`config.mk`:
```
export PLATFORM = sky130hd
export DESIGN_NAME = stereo_note_envelope
export DESIGN_NICKNAME = d
export VERILOG_FILES = /design/src/rtl/sne_pkg.sv /design/src/rtl/sne_div.sv /design/src/rtl/sne_mul.sv /design/src/rtl/stereo_note_envelope.sv
export SDC_FILE = /design/constraint.sdc
export NUM_CORES = 2
export LEC_CHECK = 0
export ABC_AREA = 0
export BUFFER_PORTS_ARGS = -buffer_cell sky130_fd_sc_hd__clkbuf_2
export CAP_MARGIN = 10
export CORE_MARGIN = 2
export CORE_UTILIZATION = 45
export DETAILED_ROUTE_END_ITERATION = 6
export HOLD_SLACK_MARGIN = 0.1
export MAX_ROUTING_LAYER = met4
export PLACE_DENSITY = 0.65
export SYNTH_ARGS = -nofsm -noshare
export SYNTH_HDL_FRONTEND = slang
export SYNTH_SLANG_ARGS = --single-unit
```
`constraint.sdc`:
```
create_clock -name clk -period 8.8 [get_ports clk]
set_clock_uncertainty 0.2 [all_clocks]
set_input_delay 1.32 -clock clk [delete_from_list [all_inputs] [get_ports clk]]
set_output_delay 1.32 -clock clk [all_outputs]
set_load 0.02 [all_outputs]
```
`src/rtl/sne_pkg.sv`:
```
// ----------------------------------------------------------------------------
// sne_pkg
// Shared constants for the stereo note envelope: default widths, fixed-point
// formats, register map, command codes and register reset values.
// ----------------------------------------------------------------------------
package sne_pkg;

  // default widths
  localparam int DEF_COUNT_BITS  = 20;
  localparam int DEF_SAMPLE_BITS = 16;

  // fixed-point formats
  localparam int FRAC_BITS  = 16;  // quotient fraction bits
  localparam int GAIN_BITS  = 16;  // Q2.14 gain word
  localparam int GAIN_FRAC  = 14;
  localparam int FADE_SHIFT = FRAC_BITS + GAIN_FRAC;

  // configuration port
  localparam int APB_DATA_W = 32;
  localparam int APB_ADDR_W = 5;
  localparam int REG_IDX_W  = APB_ADDR_W - 2;

  localparam logic [REG_IDX_W-1:0] REG_ATTACK   = 3'd0;
  localparam logic [REG_IDX_W-1:0] REG_DECAY    = 3'd1;
  localparam logic [REG_IDX_W-1:0] REG_RELEASE  = 3'd2;
  localparam logic [REG_IDX_W-1:0] REG_NOTE     = 3'd3;
  localparam logic [REG_IDX_W-1:0] REG_FADE_IN  = 3'd4;
  localparam logic [REG_IDX_W-1:0] REG_FADE_OUT = 3'd5;

  // register reset values
  localparam int ATTACK_RST   = 2205;
  localparam int DECAY_RST    = 44100;
  localparam int RELEASE_RST  = 2205;
  localparam int NOTE_RST     = 4410;
  localparam int FADE_IN_RST  = 16384;
  localparam int FADE_OUT_RST = 16384;

  // input command codes
  localparam logic CMD_SAMPLE = 1'b0;
  localparam logic CMD_START  = 1'b1;

endpackage

```
`src/rtl/sne_div.sv`:
```
// ----------------------------------------------------------------------------
// sne_div
// Bit-serial restoring divider: one quotient bit per cycle, unsigned.
// ----------------------------------------------------------------------------
module sne_div
  import sne_pkg::*;
#(
  parameter int NUM_W = DEF_COUNT_BITS + FRAC_BITS,
  parameter int DEN_W = DEF_COUNT_BITS
) (
  input  logic             clk,
  input  logic             rst,
  input  logic             start,
  input  logic [NUM_W-1:0] num,
  input  logic [DEN_W-1:0] den,
  output logic             done,
  output logic [NUM_W-1:0] quo
);

  localparam int STEP_W = $clog2(NUM_W);
  localparam logic [STEP_W-1:0] LAST_STEP = STEP_W'(NUM_W - 1);

  logic              busy;
  logic [STEP_W-1:0] step;
  logic [DEN_W-1:0]  rem;
  logic [DEN_W-1:0]  den_reg;
  logic [NUM_W-1:0]  quo_sh;
  logic [DEN_W:0]    rem_sh;
  logic [DEN_W:0]    diff;
  logic              take;

  assign rem_sh = {rem, quo_sh[NUM_W-1]};
  assign diff   = rem_sh - {1'b0, den_reg};
  assign take   = ~diff[DEN_W];
  assign quo    = quo_sh;

  always_ff @(posedge clk) begin
    if (rst) begin
      busy <= 1'b0;
      done <= 1'b0;
    end else begin
      done <= 1'b0;
      if (start) begin
        busy    <= 1'b1;
        step    <= '0;
        rem     <= '0;
        quo_sh  <= num;
        den_reg <= den;
      end else if (busy) begin
        // shift dividend out the top, quotient bits in at the bottom
        quo_sh <= {quo_sh[NUM_W-2:0], take};
        rem    <= take ? diff[DEN_W-1:0] : rem_sh[DEN_W-1:0];
        step   <= step + 1'b1;
        if (step == LAST_STEP) begin
          busy <= 1'b0;
          done <= 1'b1;
        end
      end
    end
  end

endmodule

```
`src/rtl/sne_mul.sv`:
```
// ----------------------------------------------------------------------------
// sne_mul
// Shared signed-by-unsigned multiplier with a registered product.
// ----------------------------------------------------------------------------
module sne_mul
  import sne_pkg::*;
#(
  parameter int A_W = DEF_SAMPLE_BITS + 1,
  parameter int B_W = DEF_SAMPLE_BITS + FRAC_BITS
) (
  input  logic                        clk,
  input  logic                        en,
  input  logic signed [A_W-1:0]       a,
  input  logic        [B_W-1:0]       b,
  output logic signed [A_W+B_W-1:0]   prod
);

  logic signed [A_W+B_W:0] full;

  assign full = a * $signed({1'b0, b});

  always_ff @(posedge clk) begin
    if (en) begin
      prod <= full[A_W+B_W-1:0];
    end
  end

endmodule

```
`src/rtl/stereo_note_envelope.sv`:
```
// ----------------------------------------------------------------------------
// stereo_note_envelope
// Note envelope on a stereo sample stream: attack, decay, release and
// pass-through phases chosen from a sample counter, with saturating output.
// ----------------------------------------------------------------------------
// A start word clears the sample counter. A sample word in the pass-through
// phase, or in release past the note end, goes from idle straight to the done
// state. A sample word in attack or release runs through the divide, gain,
// left, right and right-saturate states; one in decay skips the gain state
// since it needs no gain product: the gain quotient comes from a bit-serial
// divider that produces one bit per cycle over COUNT_BITS+16 bits, then one
// shared multiplier forms gain times quotient and the left and right products
// in turn. The input side is held off while a word is in work; the result sits
// in an output register, so the next word is taken while it waits.
// ----------------------------------------------------------------------------
module stereo_note_envelope
  import sne_pkg::*;
#(
  parameter int COUNT_BITS  = DEF_COUNT_BITS,
  parameter int SAMPLE_BITS = DEF_SAMPLE_BITS
) (
  input  logic                          clk,
  input  logic                          rst,
  // configuration port
  input  logic                          psel,
  input  logic                          penable,
  input  logic                          pwrite,
  input  logic [APB_ADDR_W-1:0]         paddr,
  input  logic [APB_DATA_W-1:0]         pwdata,
  output logic [APB_DATA_W-1:0]         prdata,
  output logic                          pready,
  // source channel
  input  logic                          src_valid,
  output logic                          src_ready,
  input  logic                          cmd,
  input  logic signed [SAMPLE_BITS-1:0] src_left,
  input  logic signed [SAMPLE_BITS-1:0] src_right,
  // result channel
  output logic                          res_valid,
  input  logic                          res_ready,
  output logic signed [SAMPLE_BITS-1:0] out_left,
  output logic signed [SAMPLE_BITS-1:0] out_right,
  output logic                          active
);

  localparam int CNT_W  = COUNT_BITS + 1;
  localparam int SW     = COUNT_BITS + 3;
  localparam int NUM_W  = COUNT_BITS + FRAC_BITS;
  localparam int MA     = (SAMPLE_BITS > GAIN_BITS + 1) ? SAMPLE_BITS : GAIN_BITS + 1;
  localparam int MB     = (SAMPLE_BITS + 16 > 32) ? SAMPLE_BITS + 16 : 32;
  localparam int PW     = MA + MB;
  localparam int CW     = (NUM_W > SAMPLE_BITS + 16) ? NUM_W : SAMPLE_BITS + 16;

  localparam logic [CW-1:0]        Q_CAP    = CW'(1) << (SAMPLE_BITS + 15);
  localparam logic signed [PW-1:0] SMP_MAX  = (PW'(1) << (SAMPLE_BITS - 1)) - PW'(1);
  localparam logic signed [PW-1:0] SMP_MIN  = ~SMP_MAX;
  localparam logic signed [PW-1:0] RND_FADE = (PW'(1) << FADE_SHIFT) - PW'(1);
  localparam logic signed [PW-1:0] RND_FRAC = (PW'(1) << FRAC_BITS) - PW'(1);
  localparam logic [CNT_W-1:0]     CNT_MAX  = '1;

  typedef enum logic [2:0] {
    S_IDLE,
    S_DIV,
    S_MUL_G,
    S_MUL_L,
    S_MUL_R,
    S_SAT_R,
    S_DONE
  } state_t;

  state_t state;

  // configuration registers
  logic [COUNT_BITS-1:0] attack_len;
  logic [COUNT_BITS-1:0] decay_len;
  logic [COUNT_BITS-1:0] release_len;
  logic [COUNT_BITS-1:0] note_len;
  logic [GAIN_BITS-1:0]  fade_in_gain;
  logic [GAIN_BITS-1:0]  fade_out_gain;

  // work registers
  logic [CNT_W-1:0]              sample_count;
  logic signed [SAMPLE_BITS-1:0] left_smp;
  logic signed [SAMPLE_BITS-1:0] right_smp;
  logic                          faded;
  logic [GAIN_BITS-1:0]          gain;
  logic [MB-1:0]                 q_val;
  logic signed [SAMPLE_BITS-1:0] res_left;
  logic signed [SAMPLE_BITS-1:0] res_right;

  logic [REG_IDX_W-1:0] reg_idx;
  logic                 cfg_wr;

  assign reg_idx = paddr[APB_ADDR_W-1:2];
  assign cfg_wr  = psel & penable & pwrite & pready;
  assign pready  = 1'b1;

  always_comb begin
    unique case (reg_idx)
      REG_ATTACK:   prdata = APB_DATA_W'(attack_len);
      REG_DECAY:    prdata = APB_DATA_W'(decay_len);
      REG_RELEASE:  prdata = APB_DATA_W'(release_len);
      REG_NOTE:     prdata = APB_DATA_W'(note_len);
      REG_FADE_IN:  prdata = APB_DATA_W'(fade_in_gain);
      REG_FADE_OUT: prdata = APB_DATA_W'(fade_out_gain);
      default:      prdata = '0;
    endcase
  end

  always_ff @(posedge clk) begin
    if (rst) begin
      attack_len    <= COUNT_BITS'(ATTACK_RST);
      decay_len     <= COUNT_BITS'(DECAY_RST);
      release_len   <= COUNT_BITS'(RELEASE_RST);
      note_len      <= COUNT_BITS'(NOTE_RST);
      fade_in_gain  <= GAIN_BITS'(FADE_IN_RST);
      fade_out_gain <= GAIN_BITS'(FADE_OUT_RST);
    end else if (cfg_wr) begin
      unique case (reg_idx)
        REG_ATTACK:   attack_len    <= pwdata[COUNT_BITS-1:0];
        REG_DECAY:    decay_len     <= pwdata[COUNT_BITS-1:0];
        REG_RELEASE:  release_len   <= pwdata[COUNT_BITS-1:0];
        REG_NOTE:     note_len      <= pwdata[COUNT_BITS-1:0];
        REG_FADE_IN:  fade_in_gain  <= pwdata[GAIN_BITS-1:0];
        REG_FADE_OUT: fade_out_gain <= pwdata[GAIN_BITS-1:0];
        default: ;
      endcase
    end
  end

  // phase selection from the current count
  logic signed [SW-1:0]  cnt_s;
  logic signed [SW-1:0]  note_s;
  logic signed [SW-1:0]  rel_start;
  logic signed [SW-1:0]  remain;
  logic                  in_attack;
  logic                  in_decay;
  logic                  in_release;
  logic                  rel_zero;
  logic                  src_take;
  logic                  div_start;
  logic [COUNT_BITS-1:0] div_n;
  logic [COUNT_BITS-1:0] div_den;
  logic                  div_done;
  logic [NUM_W-1:0]      div_quo;
  logic [CW-1:0]         quo_ext;
  logic [CW-1:0]         q_capped;

  assign cnt_s      = $signed(SW'(sample_count));
  assign note_s     = $signed(SW'(note_len));
  assign rel_start  = note_s - $signed(SW'(release_len));
  assign remain     = note_s - cnt_s;
  assign in_attack  = sample_count < CNT_W'(attack_len);
  assign in_decay   = (sample_count > CNT_W'(attack_len)) &&
                      (sample_count < CNT_W'(decay_len)) && (cnt_s < rel_start);
  assign in_release = cnt_s > rel_start;
  assign rel_zero   = (remain <= $signed(SW'(0))) || (release_len == '0);

  assign src_ready  = (state == S_IDLE);
  assign src_take   = src_valid & src_ready;

  always_comb begin
    div_n   = remain[COUNT_BITS-1:0];
    div_den = release_len;
    if (in_attack) begin
      div_n   = sample_count[COUNT_BITS-1:0];
      div_den = attack_len;
    end else if (in_decay) begin
      div_den = decay_len;
    end
  end

  assign div_start = src_take && (cmd == CMD_SAMPLE) &&
                     (in_attack || in_decay || (in_release && !rel_zero));

  sne_div #(
    .NUM_W (NUM_W),
    .DEN_W (COUNT_BITS)
  ) u_div (
    .clk   (clk),
    .rst   (rst),
    .start (div_start),
    .num   ({div_n, {FRAC_BITS{1'b0}}}),
    .den   (div_den),
    .done  (div_done),
    .quo   (div_quo)
  );

  assign quo_ext  = CW'(div_quo);
  assign q_capped = (quo_ext > Q_CAP) ? Q_CAP : quo_ext;

  // shared multiplier operand select
  logic                 mul_en;
  logic signed [MA-1:0] mul_a;
  logic [MB-1:0]        mul_b;
  logic signed [PW-1:0] prod;

  always_comb begin
    mul_en = 1'b0;
    mul_a  = MA'(left_smp);
    mul_b  = q_val;
    case (state)
      S_MUL_G: begin
        mul_en = 1'b1;
        mul_a  = $signed(MA'(gain));
      end
      S_MUL_L: begin
        mul_en = 1'b1;
        mul_b  = faded ? prod[MB-1:0] : q_val;
      end
      S_MUL_R: begin
        mul_en = 1'b1;
        mul_a  = MA'(right_smp);
      end
      default: ;
    endcase
  end

  sne_mul #(
    .A_W (MA),
    .B_W (MB)
  ) u_mul (
    .clk  (clk),
    .en   (mul_en),
    .a    (mul_a),
    .b    (mul_b),
    .prod (prod)
  );

  // scale down toward zero, then saturate to the sample range
  function automatic logic signed [SAMPLE_BITS-1:0] scale_sat(
    input logic signed [PW-1:0] p,
    input logic                 fade
  );
    logic signed [PW-1:0] biased;
    logic signed [PW-1:0] shifted;
    biased  = p + ((p < 0) ? (fade ? RND_FADE : RND_FRAC) : '0);
    shifted = fade ? (biased >>> FADE_SHIFT) : (biased >>> FRAC_BITS);
    if (shifted > SMP_MAX) begin
      shifted = SMP_MAX;
    end else if (shifted < SMP_MIN) begin
      shifted = SMP_MIN;
    end
    return shifted[SAMPLE_BITS-1:0];
  endfunction

  logic [CNT_W-1:0] cnt_inc;
  logic             out_load;

  assign cnt_inc  = (sample_count == CNT_MAX) ? sample_count : sample_count + 1'b1;
  assign out_load = (state == S_DONE) && (!res_valid || res_ready);

  always_ff @(posedge clk) begin
    if (rst) begin
      state        <= S_IDLE;
      sample_count <= '0;
      res_valid    <= 1'b0;
    end else begin
      if (res_valid && res_ready && !out_load) begin
        res_valid <= 1'b0;
      end
      unique case (state)
        S_IDLE: begin
          if (src_take) begin
            left_smp  <= src_left;
            right_smp <= src_right;
            if (cmd == CMD_START) begin
              sample_count <= '0;
            end else if (in_attack) begin
              faded <= 1'b1;
              gain  <= fade_in_gain;
              state <= S_DIV;
            end else if (in_decay) begin
              faded <= 1'b0;
              state <= S_DIV;
            end else if (in_release) begin
              faded <= 1'b1;
              gain  <= fade_out_gain;
              if (rel_zero) begin
                res_left  <= '0;
                res_right <= '0;
                state     <= S_DONE;
              end else begin
                state <= S_DIV;
              end
            end else begin
              res_left  <= src_left;
              res_right <= src_right;
              state     <= S_DONE;
            end
          end
        end
        S_DIV: begin
          if (div_done) begin
            q_val <= MB'(q_capped);
            state <= faded ? S_MUL_G : S_MUL_L;
          end
        end
        S_MUL_G: begin
          state <= S_MUL_L;
        end
        S_MUL_L: begin
          // keep the effective gain for the right channel
          q_val <= mul_b;
          state <= S_MUL_R;
        end
        S_MUL_R: begin
          res_left <= scale_sat(prod, faded);
          state    <= S_SAT_R;
        end
        S_SAT_R: begin
          res_right <= scale_sat(prod, faded);
          state     <= S_DONE;
        end
        S_DONE: begin
          if (out_load) begin
            out_left     <= res_left;
            out_right    <= res_right;
            active       <= cnt_inc < CNT_W'(note_len);
            sample_count <= cnt_inc;
            res_valid    <= 1'b1;
            state        <= S_IDLE;
          end
        end
        default: state <= S_IDLE;
      endcase
    end
  end

endmodule

```
## Word-level counts from Yosys, hierarchy flattened

Index checks and enable logic that the tools add are counted.

- $add $sub $neg: 6
- $lt $le $gt $ge: 11
- Bitwise gates (word level): 7
- $mul: 1
- Eq/ne operators: 22
- Reductions and logical operators: 44
- Mux-type cells: 61

Operators with widths:

| kind | count |
|---|---|
| $mux W16 | 16 |
| $mux W32 | 5 |
| $pmux W20 S6 | 1 |
| $mux W20 | 5 |
| $mux W21 | 4 |
| $mux W36 | 2 |
| $pmux W16 S2 | 2 |
| $pmux W32 S2 | 1 |
| $lt A21 B20 Y1 | 3 |
| $mux W30 | 2 |
| $add A49 B30 Y49 | 1 |
| $lt A49 B1 Y1 const B | 1 |
| $mul A17 B33 Y49 | 1 |
| $pmux W21 S2 | 1 |
| $gt A36 B32 Y1 const B | 1 |
| $pmux W17 S2 | 1 |
| $gt A33 B16 Y1 const B | 1 |
| $lt A33 B16 Y1 const B | 1 |
| $mux W3 | 8 |
| $gt A22 B21 Y1 | 1 |
| $le A22 B1 Y1 const B | 1 |
| $lt A22 B21 Y1 | 1 |
| $sub A20 B21 Y22 | 1 |
| $add A21 B1 Y21 const B | 1 |
| other kinds (31) | 90 |

- Register bits after elaboration: 416
- Input port bits: 77
- Word-level logic and storage cells: 179

## Logic depth before layout (Yosys ltp)

- Word-level depth: 10
- Mapped depth: 33
- Mapped depth without buffers: 30

## Cells and area by module

Synthesis repeated with hierarchy kept, for this count alone.

- Cells, all modules: 4,814
- Area, all modules: 43,930.9 µm²

Modules (own cells, without submodules):

| module | seq. area each (µm²) | cells an instance | instances | area an instance (µm²) |
|---|---|---|---|---|
| stereo_note_envelope | 7,126.8 | 2,354 | 1 | 20,191.9 |
| sne_mul | 1,471.4 | 2,082 | 1 | 19,155.9 |
| sne_div | 2,502.4 | 378 | 1 | 4,583.1 |

## Least setup slack after synthesis

Ideal clock, no wire load.

- Path kind: reg2reg
- Start point: reg release_len[1]
- End point: reg u_div.quo_sh[0] (netlist: u_div.quo[0]) (enable)
- Buffers on the path: 2
- Path slack: 0.280 ns
- Stages on the path, launching flop included: 27
- Required time: 8.098 ns
- Data arrival time: 7.818 ns
- Cells stage by stage: dfxtp_1 -> inv_1 -> ha_1 -> nor2b_1 -> o21ai_0 -> a21oi_1 -> o21ai_0 -> a21boi_0 -> o2111ai_1 -> nand4_1 -> a31oi_1 -> o21ai_0 -> a21oi_1 -> xor2_1 -> ha_1 -> nand3_1 -> nor2_1 -> and4_1 -> a221o_1 -> nor4_1 -> nand2_1 -> nand2_1 -> o31ai_2 -> or2_2 -> buf_2 -> clkbuf_2 -> a21oi_1

- Word-level cells in the longest chain between the ends: 8

Ends and longest elaborated chain:

| item | line | source |
|---|---|---|
| start: declaration | stereo_note_envelope.sv:76 | `logic [COUNT_BITS-1:0] release_len;` |
| start signal: assignment | stereo_note_envelope.sv:114 | `release_len <= COUNT_BITS'(RELEASE_RST);` |
| start signal: assignment | stereo_note_envelope.sv:122 | `REG_RELEASE: release_len <= pwdata[COUNT_BITS-1:0];` |
| $sub A20 B20 Y21 / $logic_not A20 Y1 (equally long branches) | stereo_note_envelope.sv:151, stereo_note_envelope.sv:157 |  |
| $lt A22 B21 Y1 / $logic_or A1 B1 Y1 (equally long branches) | stereo_note_envelope.sv:155, stereo_note_envelope.sv:157 |  |
| $logic_and A1 B1 Y1 / $logic_not A1 Y1 (equally long branches) | stereo_note_envelope.sv:155, stereo_note_envelope.sv:174 |  |
| $logic_or A1 B1 Y1 / $logic_and A1 B1 Y1 (equally long branches) | stereo_note_envelope.sv:174 | `(in_attack \|\| in_decay \|\| (in_release && !rel_zero));` |
| $logic_or A1 B1 Y1 * | stereo_note_envelope.sv:174 |  |
| $logic_and A1 B1 Y1 * | stereo_note_envelope.sv:173 | `assign div_start = src_take && (cmd == CMD_SAMPLE) &&` |
| $reduce_bool A2 Y1 (no source line) * | n/a |  |
| $reduce_and A2 Y1 (no source line) * | n/a |  |
| end signal: assignment | sne_div.sv:47 | `quo_sh <= num;` |
| end signal: assignment | sne_div.sv:51 | `quo_sh <= {quo_sh[NUM_W-2:0], take};` |
| end: declaration | sne_div.sv:27 | `logic [NUM_W-1:0] quo_sh;` |

Every way passes the cells marked *; elsewhere a longest branch is shown, timed or not.
A chain may end at the register's enable or synchronous reset.

## Final worst setup path

- Start point: reg state[0]
- End point: reg u_mul.prod[41], data pin

- Word-level cells in the longest chain between the ends: 3

Ends and longest elaborated chain:

| item | line | source |
|---|---|---|
| start: declaration | stereo_note_envelope.sv:71 | `state_t state;` |
| start signal: assignment | stereo_note_envelope.sv:296 | `state <= faded ? S_MUL_G : S_MUL_L;` |
| $eq A3 B3 Y1 / $eq A3 B2 Y1 (equally long branches) | stereo_note_envelope.sv:202 | `case (state)` |
| $pmux W17 S2 / $mux W32 (equally long branches) | stereo_note_envelope.sv:202 |  |
| $mul A17 B33 Y49 * | sne_mul.sv:20 | `assign full = a * $signed({1'b0, b});` |
| named net u_mul.full[41] | sne_mul.sv:18 | `logic signed [A_W+B_W:0] full;` |
| end signal: assignment | sne_mul.sv:24 | `prod <= full[A_W+B_W-1:0];` |
| end: declaration | sne_mul.sv:15 | `output logic signed [A_W+B_W-1:0] prod` |

Mark *: on every way through the listed nets, which the timed path passes. The rest lies on a longest branch.

==> results.tsv <==
stage	metric	value	unit
clock_tree	CTS sink cnt	416	
floorplan	initial core utilization	45.5	%
worst_setup_path	Critical Path RT	8.96	ns
yosys	post-synthesis sequential area ratio	26.6	%
cells_and_area	number of flip-flops in the largest register	49	
cells_and_area	fillers	8615	
timing	setup violators final	0	
timing	count of final hold-check violations	0	
routing	Final ANT Viol Nets	0	
clock_tree	H-tree depth	2	
worst_setup_path	most frequent CP cell	fa_1	
clock_tree	clock transition time at the flip-flop clock pins of the worst setup and hold paths	0.07	ns
floorplan	row count	111	
worst_setup_path	critical path fanouts, max	27	
timing	crit share post-route	95.7	%
timing	unrepaired setup endpoints after global routing	yes	
worst_setup_path	crit path kind	flip-flop to flip-flop	
yosys	Main synth FF type	edfxtp_1	
placed_design	cell count after placement	5896	
routing	First-pass DRT Iterations	6	
cells_and_area	post-layout util	50.0	%
flow_run	max-cap viol count	0	
placed_design	port bufs	117	
clock_tree	Clk Latency, worst-skew pair	0.62	ns
yosys	Seq cells post-synth	416	
worst_setup_path	Worst path slowest cell	fa_1	
clock_tree	Num CTS Buffers	46	
worst_setup_path	Critical Path Source Type	flip-flop	
clock_tree	Max clock buf depth	3	
grt	global route total overflow	0	
worst_setup_path	Critical Path End Type	flip-flop	
yosys	Async SR Flop Fraction	0	%
floorplan	I/O pins	145	
yosys	number of synthesized flops with an enable pin	277	
timing	max-slew violations	0	
worst_setup_path	CP max stage delay	0.55	ns
floorplan	Die ar.	95200	µm²
floorplan	CORE AREA	91800	µm²
yosys	Syn Inst Count	4595	
yosys	post-synthesis cell type count	85	
timing	f_max	0.119	GHz
routing	final wirelength	133000	µm
grt	vias in the first global route	34000	
timing	Worst slew margin	12.2	%
yosys	Ys Warns	0	
grt	first-pass GRT wire length	204000	µm
cells_and_area	largest reg by FF count	u_mul.prod	
routing	via count	34200	
placed_design	GPL Wtd Cong	0.988	
grt	largest net degree at the start of global routing	68	
cells_and_area	Multi-input gate area	27600	µm²
yosys	Avg Inst Size Synth	9.08	µm²
floorplan	die width	309	µm
yosys	Syn Std Cell Area	41700	µm²
cells_and_area	Finished Cell Area	45900	µm²
hold_path	Worst Hold Class	flip-flop to flip-flop	
cells_and_area	share of cells above drive strength 1	9.41	%
cells_and_area	area taken by flip-flops and latches	11100	µm²
grt	initial antenna violation count	8	
cells_and_area	Final Non-Filler Cells	5986	
routing	routed length per instance	22.3	µm
cells_and_area	synthesis-to-finish area growth	9.94	%
placed_design	hpwl dp	106000	µm
timing	Final min period	8.42	ns
clock_tree	clock tree from TritonCTS	done	
timing	setup total negative slack	0	ns
routing	1st-iter DRT viols	3023	
routing	Residual DRC	0	
timing	Slew @ Worst Pin	1.28	ns
routing	Vias/cell	5.71	
status	outcome	complete, no violations	
placed_design	area of placed instances	44300	µm²
grt	gr usage total	29.0	%
clock_tree	clk root buf	clkbuf_16	
worst_setup_path	Crit path arrival time	8.58	ns
floorplan	Die H	309	µm
clock_tree	Hold Buf Count CTS	0	
cells_and_area	Final nets	5552	
[final cells by class]
type / count / area share [%]
sequential: 416 / 24.2
timing repair buffer: 248 / 3.49
tap: 1243 / 3.39
antenna: 5 / 0.0273
clock buffer: 66 / 2.83
multi-input combinational: 3326 / 60.2
inverter: 663 / 5.42
clock inverter: 19 / 0.485
[per-stage QoR]
step,hold slack [ns],worst slack [ns]
CTS,0.209,0.0328
global route,0.224,-0.0164
floorplan,0.200,0.280
global placement,0.202,0.140
detailed placement,0.205,0.0722
finish,0.202,0.381
[kinds of logic after synthesis]
| logic type | Yosys count | share of synthesized area [%] |
|---|---|---|
| and+or+nand+nor | 1433 | 15.0 |
| buffers and inverters | 864 | 7.95 |
| AOI/OAI and AO/OA | 844 | 13.1 |
| adders and majority gates | 774 | 31.3 |
| DFF | 416 | 26.6 |
| xor gates and xnor gates | 141 | 2.96 |
| muxes | 121 | 3.09 |
| other | 2 | 0.0180 |
[routing by layer]
layer / share of wire [%] / global-route usage [%] / wire length (µm)
met1: 42 / 37.2 / 55800
met2: 47 / 46.5 / 62200
met3: 7.1 / 4.19 / 9440
met4: 4.4 / 11.2 / 5910
met5: 0 / - / 0
[cell usage in the layout, fill, tap and decap left out, types with 25 or more instances in the layout]
master	instances
dfxtp_1	138
nand2_1	616
a221o_1	33
a21o_1	56
and3_1	26
clkbuf_2	116
nand4_1	39
o21ai_0	153
inv_1	662
mux2i_1	58
edfxtp_1	277
xnor2_1	103
nand2b_1	32
nand3_1	80
nor2_1	436
and2_1	40
ha_1	322
nor4_1	30
nor3_1	42
o21a_1	25
fa_1	452
mux2_2	62
buf_4	126
xor2_1	37
a211o_1	25
a22oi_1	64
clkbuf_16	46
o22ai_1	32
a21oi_1	259
[path summary, 6_finish.rpt]
kind / start / end / slack [ns] / cells past startpoint
min reg2reg: res_right[15] / out_right[15] / 0.20 / 0
max: state[0] / u_mul.prod[41] / 0.38 / 30
max reg2reg: state[0] / u_mul.prod[41] / 0.38 / 30
min: res_right[15] / out_right[15] / 0.20 / 0
[repair_timing]
action                     4_1_cts  5_1_grt
setup endpoints to repair        0        9
resized for setup                0       16
buffers inserted                 0        0
[cells in the mapped netlist (all sizes together), types with 26 or more instances]
cell    instances  area share (%)
inv           663             6.0
nand2         618             5.6
fa            452              22
nor2          440             4.0
ha            322             9.7
edfxtp        277              20
a21oi         271             3.3
clkbuf        168             1.5
o21ai         161             1.9
dfxtp         139             6.7
xnor2         104             2.2
nand3          80            0.96
a22oi          65             1.2
mux2           63             1.7
mux2i          58             1.4
a21o           57             1.0
nor3           47            0.59
and2           42            0.63
nand4          39            0.58
xor2           37            0.78
a221o          33            0.79
buf            33            0.47
nand2b         32            0.48
o22ai          32            0.48
nor4           31            0.46
and3           26            0.39
[worst max-delay path, delay by kind of cell (launching register included)]
family                   cells  cell delay, ns
AO/OA/AOI/OAI                4            1.12
flip-flops                   1            0.32
AND/OR/NAND/NOR              8            1.39
buffers and inverters        9            1.33
adder cells (fa/ha/maj)      7            3.39
multiplexers                 1            0.23
XOR/XNOR                     1            0.12
Power is left out: the tool's default activity adds up to more than one toggle a clock period on the data nets, which glitch-free logic cannot reach.
